$ cat config.mk
export PLATFORM = sky130hd
export DESIGN_NAME = audio_envelope_detector_core
export DESIGN_NICKNAME = d
export VERILOG_FILES = /design/src/hw/rtl/aed_pkg.sv /design/src/hw/rtl/aed_sermul.sv /design/src/hw/rtl/aed_log2.sv /design/src/hw/rtl/audio_envelope_detector_core.sv
export SDC_FILE = /design/constraint.sdc
export NUM_CORES = 2
export LEC_CHECK = 0
export BUFFER_PORTS_ARGS = -buffer_cell sky130_fd_sc_hd__buf_4
export CAP_MARGIN = 0
export CORE_UTILIZATION = 35
export DETAILED_ROUTE_END_ITERATION = 8
export SLEW_MARGIN = 20
export SYNTH_ARGS = -nofsm -noshare
export SYNTH_HDL_FRONTEND = slang
export SYNTH_HIERARCHICAL = 1
export SYNTH_SLANG_ARGS = --single-unit
$ cat constraint.sdc
create_clock -name clk -period 12.1 [get_ports clk]
set_input_delay 0 -clock clk [delete_from_list [all_inputs] [get_ports clk]]
set_output_delay 0 -clock clk [all_outputs]
set_load 0.1 [all_outputs]
$ cat src/hw/rtl/aed_pkg.sv
package aed_pkg;

    localparam int SAMPLE_BITS = 24;
    localparam int COEFF_BITS  = 16;
    localparam int FRAC_BITS   = SAMPLE_BITS - 1;
    localparam int LEVEL_BITS  = 25;
    localparam int MODE_BITS   = 2;
    localparam int INDEX_BITS  = 2;

    // Shared shift-add multiplier: a signed multiplicand, an unsigned
    // multiplier consumed one bit per cycle.
    localparam int MUL_A_BITS  = 26;
    localparam int MUL_B_BITS  = 24;
    localparam int MUL_CNT_BITS = 5;

    // log2 result in Q.16: six integer bits with sign, 16 fraction bits.
    localparam int LOG_FRAC_BITS = 16;
    localparam int LOG_BITS      = 22;
    localparam int LOG_M_BITS    = 31;

    localparam logic [MUL_B_BITS-1:0] DB_K    = MUL_B_BITS'(394566);
    localparam logic [LEVEL_BITS-1:0] DB_ZERO = LEVEL_BITS'(-24576);

    localparam logic [INDEX_BITS-1:0] REG_ATTACK  = 2'd0;
    localparam logic [INDEX_BITS-1:0] REG_RELEASE = 2'd1;
    localparam logic [INDEX_BITS-1:0] REG_MODE    = 2'd2;
    localparam logic [INDEX_BITS-1:0] REG_DB      = 2'd3;

    localparam logic [MODE_BITS-1:0] MODE_PEAK = 2'd0;
    localparam logic [MODE_BITS-1:0] MODE_MS   = 2'd1;
    localparam logic [MODE_BITS-1:0] MODE_RMS  = 2'd2;

    typedef enum logic [3:0] {
        ST_IDLE,
        ST_PREP,
        ST_SQUARE,
        ST_SETUP,
        ST_SMOOTH,
        ST_SQRT,
        ST_FINISH,
        ST_LOG,
        ST_DB,
        ST_OUT
    } det_state_t;

    typedef enum logic [1:0] {
        LG_IDLE,
        LG_NORM,
        LG_FRAC
    } log_state_t;

endpackage

$ cat src/hw/rtl/aed_sermul.sv
module aed_sermul
    import aed_pkg::*;
(
    input  logic                         clk,
    input  logic                         rst_n,
    input  logic                         start,
    input  logic signed [MUL_A_BITS-1:0] a,
    input  logic        [MUL_B_BITS-1:0] b,
    output logic                         done,
    output logic signed [MUL_A_BITS-1:0] prod,
    output logic                         prod_lsb
);

    logic signed [MUL_A_BITS-1:0] a_reg;
    logic        [MUL_B_BITS-1:0] b_reg;
    logic signed [MUL_A_BITS-1:0] acc_reg;
    logic                         lsb_reg;
    logic      [MUL_CNT_BITS-1:0] cnt_reg;
    logic                         busy_reg;
    logic                         done_reg;
    logic signed [MUL_A_BITS:0]   sum;

    // Each step adds the multiplicand when the current multiplier bit is set
    // and halves the sum, so after all steps acc holds floor(a*b / 2^24).
    always_comb
    begin
        sum = {acc_reg[MUL_A_BITS-1], acc_reg}
            + (b_reg[0] ? {a_reg[MUL_A_BITS-1], a_reg} : '0);
    end

    always_ff @(posedge clk or negedge rst_n)
    begin
        if (!rst_n)
        begin
            busy_reg <= 1'b0;
            done_reg <= 1'b0;
            cnt_reg  <= '0;
        end
        else
        begin
            done_reg <= 1'b0;
            if (start)
            begin
                busy_reg <= 1'b1;
                cnt_reg  <= '0;
            end
            else if (busy_reg)
            begin
                cnt_reg <= cnt_reg + 1'b1;
                if (cnt_reg == MUL_CNT_BITS'(MUL_B_BITS - 1))
                begin
                    busy_reg <= 1'b0;
                    done_reg <= 1'b1;
                end
            end
        end
    end

    always_ff @(posedge clk)
    begin
        if (start)
        begin
            a_reg   <= a;
            b_reg   <= b;
            acc_reg <= '0;
            lsb_reg <= 1'b0;
        end
        else if (busy_reg)
        begin
            b_reg   <= b_reg >> 1;
            acc_reg <= sum[MUL_A_BITS:1];
            lsb_reg <= sum[0];
        end
    end

    assign done     = done_reg;
    assign prod     = acc_reg;
    assign prod_lsb = lsb_reg;

endmodule

$ cat src/hw/rtl/aed_log2.sv
module aed_log2
    import aed_pkg::*;
(
    input  logic                       clk,
    input  logic                       rst_n,
    input  logic                       start,
    input  logic [SAMPLE_BITS-1:0]     lv,
    output logic                       done,
    output logic signed [LOG_BITS-1:0] log_q
);

    localparam int SHIFT_BITS = 5;
    localparam int INT_BITS   = LOG_BITS - LOG_FRAC_BITS;
    localparam int CNT_BITS   = 4;

    log_state_t                  state_reg, state_next;
    logic [SAMPLE_BITS-1:0]      n_reg, n_next;
    logic [SHIFT_BITS-1:0]       s_reg, s_next;
    logic [LOG_M_BITS-1:0]       m_reg, m_next;
    logic [LOG_FRAC_BITS-1:0]    frac_reg, frac_next;
    logic [CNT_BITS-1:0]         cnt_reg, cnt_next;
    logic                        done_reg, done_next;
    logic [2*LOG_M_BITS-1:0]     sq;
    logic [LOG_M_BITS:0]         q;
    logic [INT_BITS-1:0]         int_part;

    // The mantissa is held as Q1.30; each squaring yields one fraction bit.
    always_comb
    begin
        sq = m_reg * m_reg;
        q  = sq[2*LOG_M_BITS-1:LOG_M_BITS-1];
    end

    always_comb
    begin
        state_next = state_reg;
        n_next     = n_reg;
        s_next     = s_reg;
        m_next     = m_reg;
        frac_next  = frac_reg;
        cnt_next   = cnt_reg;
        done_next  = 1'b0;
        case (state_reg)
            LG_IDLE:
            begin
                if (start)
                begin
                    n_next     = lv;
                    s_next     = '0;
                    state_next = LG_NORM;
                end
            end
            LG_NORM:
            begin
                if (n_reg[SAMPLE_BITS-1])
                begin
                    m_next     = {n_reg, (LOG_M_BITS - SAMPLE_BITS)'(0)};
                    frac_next  = '0;
                    cnt_next   = '0;
                    state_next = LG_FRAC;
                end
                else
                begin
                    n_next = n_reg << 1;
                    s_next = s_reg + 1'b1;
                end
            end
            LG_FRAC:
            begin
                frac_next = {frac_reg[LOG_FRAC_BITS-2:0], q[LOG_M_BITS]};
                m_next    = q[LOG_M_BITS] ? q[LOG_M_BITS:1] : q[LOG_M_BITS-1:0];
                cnt_next  = cnt_reg + 1'b1;
                if (cnt_reg == CNT_BITS'(LOG_FRAC_BITS - 1))
                begin
                    done_next  = 1'b1;
                    state_next = LG_IDLE;
                end
            end
            default:
            begin
                state_next = LG_IDLE;
            end
        endcase
    end

    always_ff @(posedge clk or negedge rst_n)
    begin
        if (!rst_n)
        begin
            state_reg <= LG_IDLE;
            done_reg  <= 1'b0;
        end
        else
        begin
            state_reg <= state_next;
            done_reg  <= done_next;
        end
    end

    always_ff @(posedge clk)
    begin
        n_reg    <= n_next;
        s_reg    <= s_next;
        m_reg    <= m_next;
        frac_reg <= frac_next;
        cnt_reg  <= cnt_next;
    end

    // The integer part is the leading-one position minus the fraction width,
    // which is the negated normalizing shift.
    assign int_part = INT_BITS'(0) - {{(INT_BITS - SHIFT_BITS){1'b0}}, s_reg};
    assign log_q    = {int_part, frac_reg};
    assign done     = done_reg;

endmodule

$ cat src/hw/rtl/audio_envelope_detector_core.sv
// In peak mode with linear output an accepted word takes the shortest path to its result
// word; RMS mode with dB output takes the longest (square, smoother, 24-step square
// root, log normalize and 16 squarings, then the dB multiply).
// One word is in flight at a time, so a new word is taken only once the last has reached
// the output register, also while that result waits.
// Reset clears the envelope, all configuration registers and the output valid flag.
module audio_envelope_detector_core
    import aed_pkg::*;
(
    input  logic                   clk,
    input  logic                   rst_n,
    input  logic                   s_tvalid,
    output logic                   s_tready,
    input  logic [23:0]            s_tdata,   // [23:0] sample
    output logic                   m_tvalid,
    input  logic                   m_tready,
    output logic [31:0]            m_tdata,   // [24:0] level
    input  logic                   cfg_we,
    input  logic [INDEX_BITS-1:0]  cfg_index,
    input  logic [COEFF_BITS-1:0]  cfg_data
);

    localparam int RAD_BITS  = 2 * SAMPLE_BITS;
    localparam int REM_BITS  = SAMPLE_BITS + 2;
    localparam int CNT_BITS  = 5;

    det_state_t                     state_reg, state_next;
    logic [COEFF_BITS-1:0]          attack_reg;
    logic [COEFF_BITS-1:0]          release_reg;
    logic [MODE_BITS-1:0]           mode_reg;
    logic                           db_reg;
    logic [SAMPLE_BITS-1:0]         env_reg, env_next;
    logic [SAMPLE_BITS-1:0]         x_reg, x_next;
    logic [SAMPLE_BITS-1:0]         lv_reg, lv_next;
    logic [RAD_BITS-1:0]            rad_reg, rad_next;
    logic [REM_BITS-1:0]            rem_reg, rem_next;
    logic [SAMPLE_BITS-1:0]         root_reg, root_next;
    logic [CNT_BITS-1:0]            cnt_reg, cnt_next;
    logic [LEVEL_BITS-1:0]          res_reg, res_next;
    logic [LEVEL_BITS-1:0]          level_reg, level_next;
    logic                           valid_reg, valid_next;

    logic                           mul_start;
    logic signed [MUL_A_BITS-1:0]   mul_a;
    logic        [MUL_B_BITS-1:0]   mul_b;
    logic                           mul_done;
    logic signed [MUL_A_BITS-1:0]   mul_prod;
    logic                           mul_lsb;
    logic                           log_start;
    logic                           log_done;
    logic signed [LOG_BITS-1:0]     log_q;

    logic [SAMPLE_BITS-1:0]         mag;
    logic                           square_mode;
    logic signed [SAMPLE_BITS:0]    diff;
    logic [COEFF_BITS-1:0]          coeff;
    logic [MUL_A_BITS-1:0]          env_sum;
    logic [REM_BITS+1:0]            rem_sh;
    logic [REM_BITS+1:0]            trial;
    logic                           take;

    aed_sermul u_mul (
        .clk      (clk),
        .rst_n    (rst_n),
        .start    (mul_start),
        .a        (mul_a),
        .b        (mul_b),
        .done     (mul_done),
        .prod     (mul_prod),
        .prod_lsb (mul_lsb)
    );

    aed_log2 u_log (
        .clk   (clk),
        .rst_n (rst_n),
        .start (log_start),
        .lv    (lv_reg),
        .done  (log_done),
        .log_q (log_q)
    );

    always_comb
    begin
        mag         = s_tdata[SAMPLE_BITS-1] ? (SAMPLE_BITS'(0) - s_tdata)
                                             : s_tdata;
        square_mode = (mode_reg == MODE_MS) || (mode_reg == MODE_RMS);
        diff        = $signed({1'b0, env_reg}) - $signed({1'b0, x_reg});
        coeff       = (x_reg > env_reg) ? attack_reg : release_reg;
        env_sum     = mul_prod + MUL_A_BITS'(x_reg);
        // One root bit per cycle from two radicand bits.
        rem_sh      = {rem_reg, rad_reg[RAD_BITS-1:RAD_BITS-2]};
        trial       = {2'b00, root_reg, 2'b01};
        take        = (rem_sh >= trial);
    end

    always_comb
    begin
        state_next = state_reg;
        env_next   = env_reg;
        x_next     = x_reg;
        lv_next    = lv_reg;
        rad_next   = rad_reg;
        rem_next   = rem_reg;
        root_next  = root_reg;
        cnt_next   = cnt_reg;
        res_next   = res_reg;
        level_next = level_reg;
        valid_next = valid_reg;
        mul_start  = 1'b0;
        mul_a      = '0;
        mul_b      = '0;
        log_start  = 1'b0;
        s_tready   = 1'b0;

        if (valid_reg && m_tready)
        begin
            valid_next = 1'b0;
        end

        case (state_reg)
            ST_IDLE:
            begin
                s_tready = 1'b1;
                if (s_tvalid)
                begin
                    x_next     = mag;
                    state_next = ST_PREP;
                end
            end
            ST_PREP:
            begin
                if (square_mode)
                begin
                    mul_start  = 1'b1;
                    mul_a      = MUL_A_BITS'(x_reg);
                    mul_b      = x_reg;
                    state_next = ST_SQUARE;
                end
                else
                begin
                    state_next = ST_SETUP;
                end
            end
            ST_SQUARE:
            begin
                if (mul_done)
                begin
                    x_next     = {mul_prod[SAMPLE_BITS-2:0], mul_lsb};
                    state_next = ST_SETUP;
                end
            end
            ST_SETUP:
            begin
                mul_start  = 1'b1;
                mul_a      = MUL_A_BITS'(diff);
                mul_b      = {coeff, (MUL_B_BITS - COEFF_BITS)'(0)};
                state_next = ST_SMOOTH;
            end
            ST_SMOOTH:
            begin
                if (mul_done)
                begin
                    env_next = env_sum[SAMPLE_BITS-1:0];
                    lv_next  = env_sum[SAMPLE_BITS-1:0];
                    if (mode_reg == MODE_RMS)
                    begin
                        rad_next   = {1'b0, env_sum[SAMPLE_BITS-1:0],
                                      (RAD_BITS - SAMPLE_BITS - 1)'(0)};
                        rem_next   = '0;
                        root_next  = '0;
                        cnt_next   = '0;
                        state_next = ST_SQRT;
                    end
                    else
                    begin
                        state_next = ST_FINISH;
                    end
                end
            end
            ST_SQRT:
            begin
                rad_next = rad_reg << 2;
                cnt_next = cnt_reg + 1'b1;
                if (take)
                begin
                    rem_next  = REM_BITS'(rem_sh - trial);
                    root_next = {root_reg[SAMPLE_BITS-2:0], 1'b1};
                end
                else
                begin
                    rem_next  = rem_sh[REM_BITS-1:0];
                    root_next = {root_reg[SAMPLE_BITS-2:0], 1'b0};
                end
                if (cnt_reg == CNT_BITS'(SAMPLE_BITS - 1))
                begin
                    lv_next    = root_next;
                    state_next = ST_FINISH;
                end
            end
            ST_FINISH:
            begin
                if (!db_reg)
                begin
                    res_next   = LEVEL_BITS'(lv_reg);
                    state_next = ST_OUT;
                end
                else if (lv_reg == '0)
                begin
                    res_next   = DB_ZERO;
                    state_next = ST_OUT;
                end
                else
                begin
                    log_start  = 1'b1;
                    state_next = ST_LOG;
                end
            end
            ST_LOG:
            begin
                if (log_done)
                begin
                    mul_start  = 1'b1;
                    mul_a      = MUL_A_BITS'(log_q);
                    mul_b      = DB_K;
                    state_next = ST_DB;
                end
            end
            ST_DB:
            begin
                if (mul_done)
                begin
                    res_next   = mul_prod[LEVEL_BITS-1:0];
                    state_next = ST_OUT;
                end
            end
            ST_OUT:
            begin
                if (!valid_reg || m_tready)
                begin
                    level_next = res_reg;
                    valid_next = 1'b1;
                    state_next = ST_IDLE;
                end
            end
            default:
            begin
                state_next = ST_IDLE;
            end
        endcase
    end

    always_ff @(posedge clk or negedge rst_n)
    begin
        if (!rst_n)
        begin
            state_reg   <= ST_IDLE;
            env_reg     <= '0;
            valid_reg   <= 1'b0;
            attack_reg  <= '0;
            release_reg <= '0;
            mode_reg    <= MODE_PEAK;
            db_reg      <= 1'b0;
        end
        else
        begin
            state_reg <= state_next;
            env_reg   <= env_next;
            valid_reg <= valid_next;
            if (cfg_we)
            begin
                case (cfg_index)
                    REG_ATTACK:  attack_reg  <= cfg_data;
                    REG_RELEASE: release_reg <= cfg_data;
                    REG_MODE:    mode_reg    <= cfg_data[MODE_BITS-1:0];
                    REG_DB:      db_reg      <= cfg_data[0];
                    default:     db_reg      <= db_reg;
                endcase
            end
        end
    end

    always_ff @(posedge clk)
    begin
        x_reg     <= x_next;
        lv_reg    <= lv_next;
        rad_reg   <= rad_next;
        rem_reg   <= rem_next;
        root_reg  <= root_next;
        cnt_reg   <= cnt_next;
        res_reg   <= res_next;
        level_reg <= level_next;
    end

    assign m_tvalid = valid_reg;
    assign m_tdata  = {(32 - LEVEL_BITS)'(0), level_reg};

endmodule

==> flow_metrics.py <==
metrics = {
    "clocking": {
        "cts_max_level": 2,
        "cts.sinks": 409,
        "clkLatencyLatePin_ns": 0.61,
        "cts_root_buffer": "clkbuf_16",
        "postCtsHoldBufs": 53,
        "cts-resized-gates": 0,
        "cts_buffers": 49,
        "clockBufferDepth": 3,
        "clk_transition_reported_paths_ns": 0.08,
        "cts_setup_buffers": 0,
        "cts_tree": "yes",
    },
    "timing": {
        "rsz0062_at_grt": "no",
        "fmaxAchievable_mhz": 101,
        "finalHoldViolCount": 0,
        "worst_pin_slew_ns": 1.09,
        "setup-tns-final_ns": 0,
        "min_period_ns": 9.88,
        "period_share_pct": 81.6,
        "finalSetupViolCount": 0,
        "clock_skew_ns": 0.0305,
        "slew_violations": 0,
        "slew_headroom_pct": 27.6,
    },
    "placement": {
        "io_buffers": 73,
        "place_congestion": 0.912,
        "detailed_place_hpwl_microns": 113000,
    },
    "setup_path": {
        "start_kind": "register",
        "path_max_fanout": 18,
        "worst_path_most_repeated_cell": "fa_1",
        "endpoint_kind": "register",
        "crit_required_ns": 12.43,
        "slowest_stage": "edfxtp_1",
        "max_stage_delay_ns": 0.98,
        "path_class": "register to register",
        "arrival_ns": 10.21,
    },
    "final_layout": {
        "nNetsFinal": 6549,
        "area_growth_pct": 9.07,
        "drive_above_1_share_pct": 6.49,
        "largest_reg_flops": 31,
    },
    "drt": {
        "num_vias": 37100,
        "met3_length_microns": 7110,
        "routed_wl_microns": 143000,
        "ant_nets": 0,
        "vias_per_cell": 5.08,
        "drt_iter0_drc": 2426,
        "dr_wl_met2_microns": 70400,
        "highest_layer": "met4",
        "dr.pass1.iters": 5,
        "drc": 0,
        "wire_per_inst_microns": 19.6,
        "met1Wirelength_microns": 59800,
    },
    "synth": {
        "synth_ff_type": "edfxtp_1",
        "synth_edf_count": 308,
        "ys_warn_count": 6,
        "yosys.area.top_type_share_pct": 29.7,
        "ys_types": 103,
        "ys_async_sr_fraction_pct": 18.1,
        "synth-seq-cells": 409,
        "syn_avg_cell_area_sq_um": 9.54,
        "ys_top_cells_by_count": "1130 x inv_1, 758 x fa_1, 586 x nand2_1",
        "synth_area_leader_cell": "fa_1",
        "synth.most_common_cell": "inv_1",
        "netlist_area_sq_um": 51100,
        "postSynthCellCount": 5356,
        "yosysSeqAreaShare_pct": 22.8,
        "synthTopCellsByArea": "fa_1 30%, edfxtp_1 18%, ha_1 9.1%",
    },
    "floorplanning": {
        "initial_core_util_pct": 35.4,
        "die_w_microns": 384,
        "coreArea_sq_um": 144000,
        "dieHeight_microns": 384,
        "fp-row-count": 139,
        "io_pins": 81,
        "dieArea_sq_um": 148000,
    },
    "run": {
        "max_cap_viol_count": 0,
    },
    "worst_hold_path": {
        "hold_class": "input pin to asynchronous set/reset pin",
    },
    "grt": {
        "gr-total-overflow": 0,
        "grt_pass1_vias": 39000,
        "grt_max_degree": 73,
        "globalRouteTotalUtil_pct": 19.7,
        "antenna_found_initial": 2,
        "grt_pass1_wl_microns": 226000,
    },
    "outcome": {
        "status": "finished clean",
    },
}
-- cells by family after synthesis --
family | after synthesis | share of synthesized area, %
compound gates | 777 | 9.79
xor+xnor | 156 | 2.72
fa+ha+maj | 1130 | 38.8
buf+inv | 1363 | 10.3
flops | 409 | 22.8
mux | 115 | 2.42
other cells | 1 | 0.00734
simple gates | 1405 | 13.2
-- stage by stage --
step                std cells  util, %  instance area, sq um  setup WS, ns  hold WS [ns]
floorplan                5362        -                 51100          4.09        -0.296
global placement         7171     37.2                 53600          2.32        -0.147
detailed placement       7171     37.2                 53600          2.27        -0.141
CTS                      7312     38.6                 55800          2.26         0.136
global route             7312     38.6                 55800          1.78         0.181
finish                   7313     38.6                 55800          2.22         0.135
-- layout make-up --
cell class / instances / area [sq um]
clock inverters: 21 / 234
fillers: 14400 / 88600
well taps: 1903 / 2380
diodes: 1 / 2.50
clock buffers: 67 / 1350
repair buffers: 186 / 1530
multi-input cells: 3590 / 34400
flip-flops and latches: 409 / 11600
inverters: 1136 / 4260
-- layer usage --
metal	vias up	GRT usage [%]
met4	0	7.05
met2	981	33.8
li1	17100	-
met5	-	0
met1	18800	25.6
met3	233	2.25
-- critical path, delay by kind of cell (launching register included) --
family / cells / cell delay (ns)
compound gates: 5 / 2.03
xor+xnor: 1 / 0.39
fa+ha+maj: 9 / 4.35
buf+inv: 7 / 0.79
flops: 1 / 0.98
simple gates: 5 / 1.03
-- final timing paths --
kind	start	endpoint	slack [ns]	cells after the start
worst max-delay path	u_log/m_reg[21]	u_log/m_reg[11]	2.22	27
worst min-delay path	rst_n	attack_reg[11]	0.13	3
worst max register to register	u_log/m_reg[21]	u_log/m_reg[11]	2.22	27
worst min register to register	res_reg[9]	level_reg[9]	0.42	0
max in group asynchronous	rst_n	attack_reg[5]	11.26	3
min in group clk	s_tvalid	state_reg[2]	0.14	6
-- cell usage in the layout, fill, tap and decap left out, types with 67 or more instances in the layout --
cell type / Yosys / layout
inv_1: 1130 / 1129
fa_1: 758 / 758
nand2_1: 586 / 586
ha_1: 372 / 371
edfxtp_1: 308 / 308
and2_1: 252 / 252
nor2_1: 242 / 239
o21ai_0: 209 / 207
a21oi_1: 197 / 197
buf_4: 13 / 133
xnor2_1: 87 / 87
a21o_1: 77 / 77
dfrtp_1: 74 / 74
mux2_2: 70 / 70
xor2_1: 67 / 67
Power is not shown: default switching activity piles up to over one toggle a cycle in this logic, so the estimate is an artifact.
